==> config.mk <==
export PLATFORM = sky130hd
export DESIGN_NAME = awf_div
export DESIGN_NICKNAME = d
export VERILOG_FILES = /design/src/sv/awf_pkg.sv /design/src/sv/awf_div.sv
export SDC_FILE = /design/constraint.sdc
export NUM_CORES = 1
export LEC_CHECK = 0
export BUFFER_PORTS_ARGS = -buffer_cell sky130_fd_sc_hd__buf_2
export CORE_ASPECT_RATIO = 1.2
export CORE_MARGIN = 2
export CORE_UTILIZATION = 40
export CTS_BUF_LIST = sky130_fd_sc_hd__clkbuf_8
export DETAILED_ROUTE_END_ITERATION = 7
export GPL_TIMING_DRIVEN = 1
export PLACE_DENSITY = 0.61
export SETUP_SLACK_MARGIN = 0.2
export SYNTH_ARGS = -nofsm -noshare
export SYNTH_HDL_FRONTEND = slang
export SYNTH_SLANG_ARGS = --single-unit
==> constraint.sdc <==
create_clock -name clk -period 6.2 [get_ports clk]
set_clock_uncertainty 0.05 [all_clocks]
set_input_delay 0.62 -clock clk [delete_from_list [all_inputs] [get_ports clk]]
set_output_delay 0.62 -clock clk [all_outputs]
set_load 0.02 [all_outputs]
==> src/sv/awf_pkg.sv <==
// Shared constants, codes and types of the adaptive Wiener image filter.
// No dependencies; awf_div, awf_store, the filter and its testbench import it.
package awf_pkg;

  localparam int MAX_WIDTH  = 256;
  localparam int MAX_HEIGHT = 256;
  localparam int MAX_WINDOW = 15;

  localparam int COORD_W = 8;
  localparam int DIM_W   = 9;
  localparam int WIN_W   = 4;
  localparam int PIX_W   = 8;
  localparam int NOISE_W = 24;
  localparam int ADDR_W  = $clog2(MAX_WIDTH * MAX_HEIGHT);

  localparam int S_W    = 16;
  localparam int Q_W    = 24;
  localparam int MEAN_W = 16;
  localparam int VAR_W  = 24;
  localparam int TOT_W  = 40;
  localparam int DABS_W = 17;
  localparam int RES_W  = 19;

  localparam int DVD_W = 41;
  localparam int DVS_W = 24;
  localparam int MUL_A_W = 24;
  localparam int MUL_B_W = 17;

  typedef enum logic [1:0] {
    OP_WRITE    = 2'd0,
    OP_FILTER   = 2'd1,
    OP_ESTIMATE = 2'd2,
    OP_NONE     = 2'd3
  } op_t;

  typedef enum logic {
    KIND_FILTER   = 1'b0,
    KIND_ESTIMATE = 1'b1
  } kind_t;

  typedef enum logic [1:0] {
    CFG_WIDTH  = 2'd0,
    CFG_HEIGHT = 2'd1,
    CFG_WINDOW = 2'd2,
    CFG_NOISE  = 2'd3
  } cfg_idx_t;

  typedef enum logic [4:0] {
    ST_IDLE, ST_SETUP, ST_SWEEP, ST_DRAIN,
    ST_MEAN_GO, ST_MEAN_W, ST_EX2_GO, ST_EX2_W,
    ST_MSQ, ST_VAR, ST_GAIN_PREP, ST_NUMD,
    ST_GAIN_GO, ST_GAIN_W, ST_ACC, ST_HW,
    ST_TOT_GO, ST_TOT_W, ST_FIN
  } state_t;

  typedef struct packed {
    logic             start;
    logic [DVD_W-1:0] dividend;
    logic [DVS_W-1:0] divisor;
  } div_req_t;

  typedef struct packed {
    logic             busy;
    logic             done;
    logic [DVD_W-1:0] quotient;
  } div_rsp_t;

endpackage

==> src/sv/awf_div.sv <==
// Shared restoring divider, one quotient bit per cycle.
// Depends on awf_pkg for widths and the request/response structs.
module awf_div import awf_pkg::*; (
  input  logic     clk,
  input  logic     rst_n,
  input  div_req_t req,
  output div_rsp_t rsp
);

  localparam int CNT_W = $clog2(DVD_W + 1);

  logic             busy_r;
  logic             done_r;
  logic [CNT_W-1:0] cnt_r;
  logic [DVS_W-1:0] rem_r;
  logic [DVD_W-1:0] quo_r;
  logic [DVS_W-1:0] dvs_r;

  logic [DVS_W:0]   shifted;
  logic             ge;
  logic [DVS_W:0]   diff;

  assign shifted = {rem_r, quo_r[DVD_W-1]};
  assign ge      = shifted >= {1'b0, dvs_r};
  assign diff    = shifted - {1'b0, dvs_r};

  always_ff @(posedge clk) begin
    if (!rst_n) begin
      busy_r <= 1'b0;
      done_r <= 1'b0;
      cnt_r  <= '0;
    end else begin
      done_r <= 1'b0;
      if (req.start) begin
        busy_r <= 1'b1;
        cnt_r  <= CNT_W'(DVD_W);
      end else if (busy_r) begin
        cnt_r <= cnt_r - 1'b1;
        if (cnt_r == CNT_W'(1)) begin
          busy_r <= 1'b0;
          done_r <= 1'b1;
        end
      end
    end
  end

  always_ff @(posedge clk) begin
    if (req.start) begin
      rem_r <= '0;
      quo_r <= req.dividend;
      dvs_r <= req.divisor;
    end else if (busy_r) begin
      rem_r <= ge ? diff[DVS_W-1:0] : shifted[DVS_W-1:0];
      quo_r <= {quo_r[DVD_W-2:0], ge};
    end
  end

  assign rsp.busy     = busy_r;
  assign rsp.done     = done_r;
  assign rsp.quotient = quo_r;

endmodule

==> flow_metrics.tcl, run 1 <==
set metrics [dict create \
    drt-total-wl_mm 11.6 \
    crit_path_start_kind "flop" \
    htree_levels 3 \
    ys_types 55 \
    drive_above_1_share_pct 29.6 \
    maxCapViolations 0 \
    slew_headroom_pct 39.8 \
    async_reset_ff_share_pct 0 \
    yosys_register_bits 97 \
    globalRouteOverflowTotal 0 \
    finalNonFillerCells 755 \
    synthesis.yosys.warnings 0 \
    worstPathRequired_ps 6370 \
    synth-edff-count 65 \
    clkSlewWorstSetupHoldPaths_ps 110 \
    fin_crit_ps 3110 \
    hold_violations 0 \
    drc 0 \
    yosys-top-cells-count "edfxtp_1, nor2_1, mux2_2" \
    port_buffers 110 \
    max_clock_freq_mhz 322 \
    synthToLayoutAreaGrowth_pct 17.6 \
    ant_nets 0 \
    cp.arrival_ps 3280 \
    yosys_most_used_dff "edfxtp_1" \
    place.gp.congestion 0.862 \
    busiest_layer "met2" \
    hold_class "in -> reg" \
    place_area_um2 5920 \
    hold_depth 1 \
    syn-num-nets 573 \
    layout.nets 681 \
    r2r-end "rem_r[9]" \
    p_per_area_nw_per_um2 267 \
    n_antenna_cell 0 \
    r2r_slack_ps 3090 \
    clock_path_buffers 2 \
    antenna_found_initial 1 \
    dp.cells 739 \
    yosysSeqAreaShare_pct 49.7 \
    criticalPathCategory "reg -> reg" \
    syn_inst 478 \
    drt-vias-per-instance 5.27 \
    syn_area_um2 5210 \
    clock_sinks 97 \
    ys_top_cells_by_area "edfxtp_1, dfxtp_1, mux2_2, ha_1, nor2_1" \
    setup_viol 0 \
    num_rows 45 \
    ir_drop_uv 142 \
    holdCritStartpoint "req[21]" \
    yosysTopAreaCell "edfxtp_1" \
    yosysMostFrequentCell "edfxtp_1" \
    grt_pass1_wl_mm 19.2 \
    maxSlewViolCount 0 \
    routedWlPerCell_um 15.4 \
    crit_fanout 27 \
    fin_setup_tns_ps 0 \
    nFillCells 1185 \
    io-pin-count 111 \
    end_kind "flop" \
    avgSynthCellArea_um2 10.9 \
    rsz0062_at_grt "false" \
    outcome "finished, final reports clean" \
    floorplan.initialDensity_pct 41.2 \
    finalCritPeriodShare_pct 50.1 \
    cts_resized 0 \
    r2r_cells 9 \
    hpwl_mm 8.36 \
    dieArea_um2 14000 \
    holdBufCountCts 0 \
    num_vias 3979 \
    tightestPinTransition_ps 891 \
    numCtsBuffers 9 \
    regArea_um2 2590 \
    globalRouteMet3Util_pct 5.08 \
    fp.dieW_um 108 \
    critical_path.startpoint "rem_r[15]" \
    core-area_um2 12700 \
    design_area_um2 6130 \
    multi_input_area_um2 2390 \
    clk_latency_ps 370 \
    cts_setup_buffers 0 \
    grtUsageMet1_pct 22.0 \
    die_h_um 129 \
    first_pass_iters 6 \
    gr-usage-met2_pct 28.0 \
    cts_root_buf "clkbuf_8" \
    first_iter_violations 160 \
    worstReg2RegStart "rem_r[15]" \
    grt_max_degree 55 \
    grt.total_usage_pct 17.3 \
    endpoint "rem_r[9]" \
    synth_top_cell_area_share_pct 37.4 \
    cts_tree "done" \
    grt_pass1_vias 4029 \
    leakagePower_nw 2.65 \
]
==> final cells by class <==
class	instances	share of cell area, %
multi-input cells	326	39.0
clock inverters	7	1.53
well taps	164	3.35
flip-flops and latches	97	42.3
inverters	38	2.33
clock buffers	9	2.02
repair buffers	114	9.51
==> layout by cell type, fill, tap and decap left out, types with 4 or more instances in the layout <==
| master | n |
|---|---|
| ha_1 | 26 |
| xnor2_1 | 14 |
| xor2_1 | 9 |
| inv_1 | 39 |
| a21o_1 | 9 |
| o2111ai_1 | 4 |
| clkbuf_8 | 9 |
| a22oi_1 | 5 |
| nand2b_1 | 6 |
| mux2i_1 | 8 |
| o21a_1 | 6 |
| nor2b_1 | 5 |
| nor3_1 | 8 |
| a21oi_1 | 33 |
| a211oi_1 | 15 |
| buf_4 | 5 |
| o21ai_0 | 16 |
| buf_2 | 109 |
| dfxtp_1 | 32 |
| nor2_1 | 46 |
| mux2_2 | 40 |
| edfxtp_1 | 65 |
| nand2_1 | 25 |
==> report_power, final <==
part | total (mW) | internal [mW] | leakage, nW | switching [mW]
logic | 0.388 | 0.162 | 1.62 | 0.226
clock network | 0.456 | 0.228 | 0.113 | 0.228
registers | 0.791 | 0.758 | 0.910 | 0.0334
==> per-stage QoR <==
step / util [%] / power (mW) / worst slack [ps] / hold slack (ps)
final: 48.4 / 1.64 / 3090 / 370
after global routing: 48.4 / 1.72 / 2850 / 356
after CTS: 48.4 / 1.65 / 3090 / 351
after detailed placement: 46.7 / 1.19 / 3090 / 439
after global placement: 46.7 / 1.19 / 3170 / 434
after floorplan: - / 1.08 / 3380 / 412
==> cells by family (layout without fill, tap and decap cells) <==
logic type                 count (synthesis)  count (layout)  share of synthesized area [%]
xor gates and xnor gates                  23              23                           3.86
buffers and inverters                     55             168                           4.39
DFF                                       97              97                           49.7
AOI/OAI and AO/OA                        116             116                           15.0
and+or+nand+nor                          112             112                           10.2
muxes                                     48              48                           10.2
adders and majority gates                 27              27                           6.62
==> how the worst min path moves through the flow <==
stage | to | slack (ps)
after floorplan | rem_r[18] | 410
after global placement | cnt_r[1] | 430
after detailed placement | cnt_r[1] | 440
after CTS | dvs_r[11] | 350
after global routing | dvs_r[11] | 360
final | dvs_r[21] | 370
==> flip-flops by register name (all words and copies together), names as in the netlist <==
signal,cells
dvs_r,24
rem_r,24
quo_r,41
busy_r,1
cnt_r,6
done_r,1
==> critical path: stages (launching register included) <==
cell and delay, ps:
dfxtp_1 340, ha_1 350, a21oi_1 230, o21ai_1 220
a211oi_1 240, nor2_1 100, a2111oi_4 650, buf_4 410
nor2b_1 230, o32ai_1 120
==> layer usage <==
metal  routed length [µm]  part of all wire (%)  vias up
li1                     -                     -     1953
met1                 5100                    44     1879
met2                 5400                    46      128
met3                  863                   7.4       17
met4                  252                   2.2        2
met5                   13                  0.11        -
No activity file was read; power rests on OpenSTA's default activity.
==> inputs of run 2 (changes only) <==
clock period = 3.3 ns   (was 6.2 ns; I/O delays follow)
==> run 2 against run 1 <==
  * Core utilization increased by 0.069 points
  * Die area unchanged
  * Via count decreased by 1.2%
  * Worst hold slack got worse by 300 ps
  * Critical endpoint is now rem_r[16]
  * Largest cell class unchanged
  * Final cell count increased by 0.53%
  * Sequential cell count unchanged
  * Combinational power increased by 89%
  * Clock power increased by 73%
  * Global-route usage increased by 0.25 points
  * Count of clock-buffer cells in the layout unchanged
  * Sequential share of layout area decreased by 0.060 points
==> flow_metrics.tcl, run 2 (synthesis results as in run 1) <==
set metrics [dict create \
    pwr-share-comb_pct 24.4 \
    drt-total-wl_mm 11.4 \
    layout.nets 685 \
    mostFrequentLayoutCell "buf_2" \
    cts_setup_buffers 0 \
    grt.total_usage_pct 17.6 \
    die_h_um 129 \
    drc 0 \
    core-area_um2 12700 \
    max_clock_freq_mhz 346 \
    holdCritStartpoint "req[22]" \
    htree_levels 3 \
    crit_path_start_kind "flop" \
    whs_ps 68.8 \
    io-pin-count 111 \
    worstPathRequired_ps 3550 \
    place.gp.congestion 0.864 \
    outcome "finished, final reports clean" \
    num_vias 3933 \
    rsz0062_at_grt "false" \
    drt-vias-per-instance 5.18 \
    seq_power_share_pct 49.4 \
    first_iter_violations 164 \
    crit_slowest_cell "or4b_1" \
    crit_fanout 6 \
    dp.cells 743 \
    final_cell_mix "buf_2, edfxtp_1, nor2_1" \
    tightestPinTransition_ps 599 \
    clock_path_buffers 2 \
    leakagePower_nw 2.65 \
    floorplan.initialDensity_pct 41.2 \
    n_antenna_cell 0 \
    fin_crit_ps 2890 \
    finalCritPeriodShare_pct 87.5 \
    maxCapViolations 0 \
    power_mw 3.01 \
    cts_tree "done" \
    port_buffers 110 \
    globalRouteOverflowTotal 0 \
    p_switching_uw 922 \
    finalNonFillerCells 759 \
    worstReg2RegStart "quo_r[40]" \
    power.internal_mw 2.09 \
    ir_drop_uv 252 \
    reg_top3 "quo_r: 41 flops, dvs_r: 24 flops, rem_r: 24 flops" \
    fp.dieW_um 108 \
    max_stage_delay_ps 460 \
    clock_sinks 97 \
    criticalPathCategory "reg -> reg" \
    grt_pass1_vias 4039 \
    synthToLayoutAreaGrowth_pct 17.8 \
    critical_path.startpoint "quo_r[40]" \
    numCtsBuffers 9 \
    first_pass_iters 4 \
    hpwl_mm 8.28 \
    cp.arrival_ps 3140 \
    setup_viol 0 \
    regMostFlops "quo_r" \
    cp_cell_sequence "inv_1 -> ha_1 -> fa_1 -> nor2b_2 -> o2111ai_1 -> a21oi_1 -> buf_4 -> o211a_1 -> nor3_1 -> o31ai_1 -> or4b_1 -> a21oi_1" \
    path_common_cell "a21oi_1" \
    cts_root_buf "clkbuf_8" \
    routedWlPerCell_um 15.1 \
    slew_headroom_pct 59.9 \
    clkPwrFrac_pct 26.2 \
    fin_setup_tns_ps 0 \
    grt_pass1_wl_mm 19.4 \
    dieArea_um2 14000 \
    p_per_area_nw_per_um2 490 \
    hold_class "in -> reg" \
    hold_violations 0 \
    grt_max_degree 47 \
    maxSlewViolCount 0 \
    ant_nets 0 \
    num_rows 45 \
    clkSlewWorstSetupHoldPaths_ps 100 \
    finalCoreUtilization_pct 48.5 \
    clk_latency_ps 380 \
    sw_frac_of_total_pct 30.7 \
    antenna_found_initial 0 \
    drive_above_1_share_pct 30.4 \
    largest_reg_flops 41 \
    end_kind "flop" \
]
-- run 2: metal layers --
metal	vias to the layer above	global-route usage [%]	part of all wire, %
li1	1966	-	-
met1	1841	22.3	45
met2	111	29.0	47
met3	15	4.18	6.5
met4	0	7.01	2.1
met5	-	0	0
-- run 2: final timing paths --
kind	slack (ps)	to	cells past startpoint
setup / recovery	410	rem_r[16]	12
hold / removal	70	dvs_r[22]	1
setup reg to reg	410	rem_r[16]	12
hold reg to reg	450	cnt_r[1]	2
-- run 2: layout make-up --
cell class	instances	area, µm²
Fill cell	1206	6530
Sequential cell	97	2590
Multi-Input combinational cell	326	2390
Timing Repair Buffer	118	613
Tap cell	164	205
Inverter	38	143
Clock buffer	9	124
Clock inverter	7	70.1
-- run 2: power by group through the flow --
stage / Combinational [mW] / Sequential, mW / Clock, mW
floorplan: 0.465 / 1.57 / 0
global placement: 0.725 / 1.51 / 0
detailed placement: 0.733 / 1.51 / 0
CTS: 0.736 / 1.49 / 0.819
global route: 0.817 / 1.50 / 0.852
finish: 0.733 / 1.49 / 0.789
-- run 2: per-stage QoR --
| stage | worst slack (ps) | cell area (µm²) |
|---|---|---|
| finish | 413 | 6140 |
| global route | 213 | 6140 |
| CTS | 402 | 6140 |
| detailed placement | 444 | 5950 |
| global placement | 568 | 5950 |
| floorplan | 484 | 5210 |
-- run 2: worst max-delay path: cells and delay by family (launching register included) --
family	cells	cell delay, ps
compound gates	5	870
fa+ha+maj	2	630
buf+inv	2	220
flops	1	370
simple gates	3	670
-- run 2: what timing repair did --
action | 4_1_cts | 5_1_grt
gates resized for setup | 0 | 1
hold buffers | 0 | 0
endpoints found under the setup margin | 0 | 1
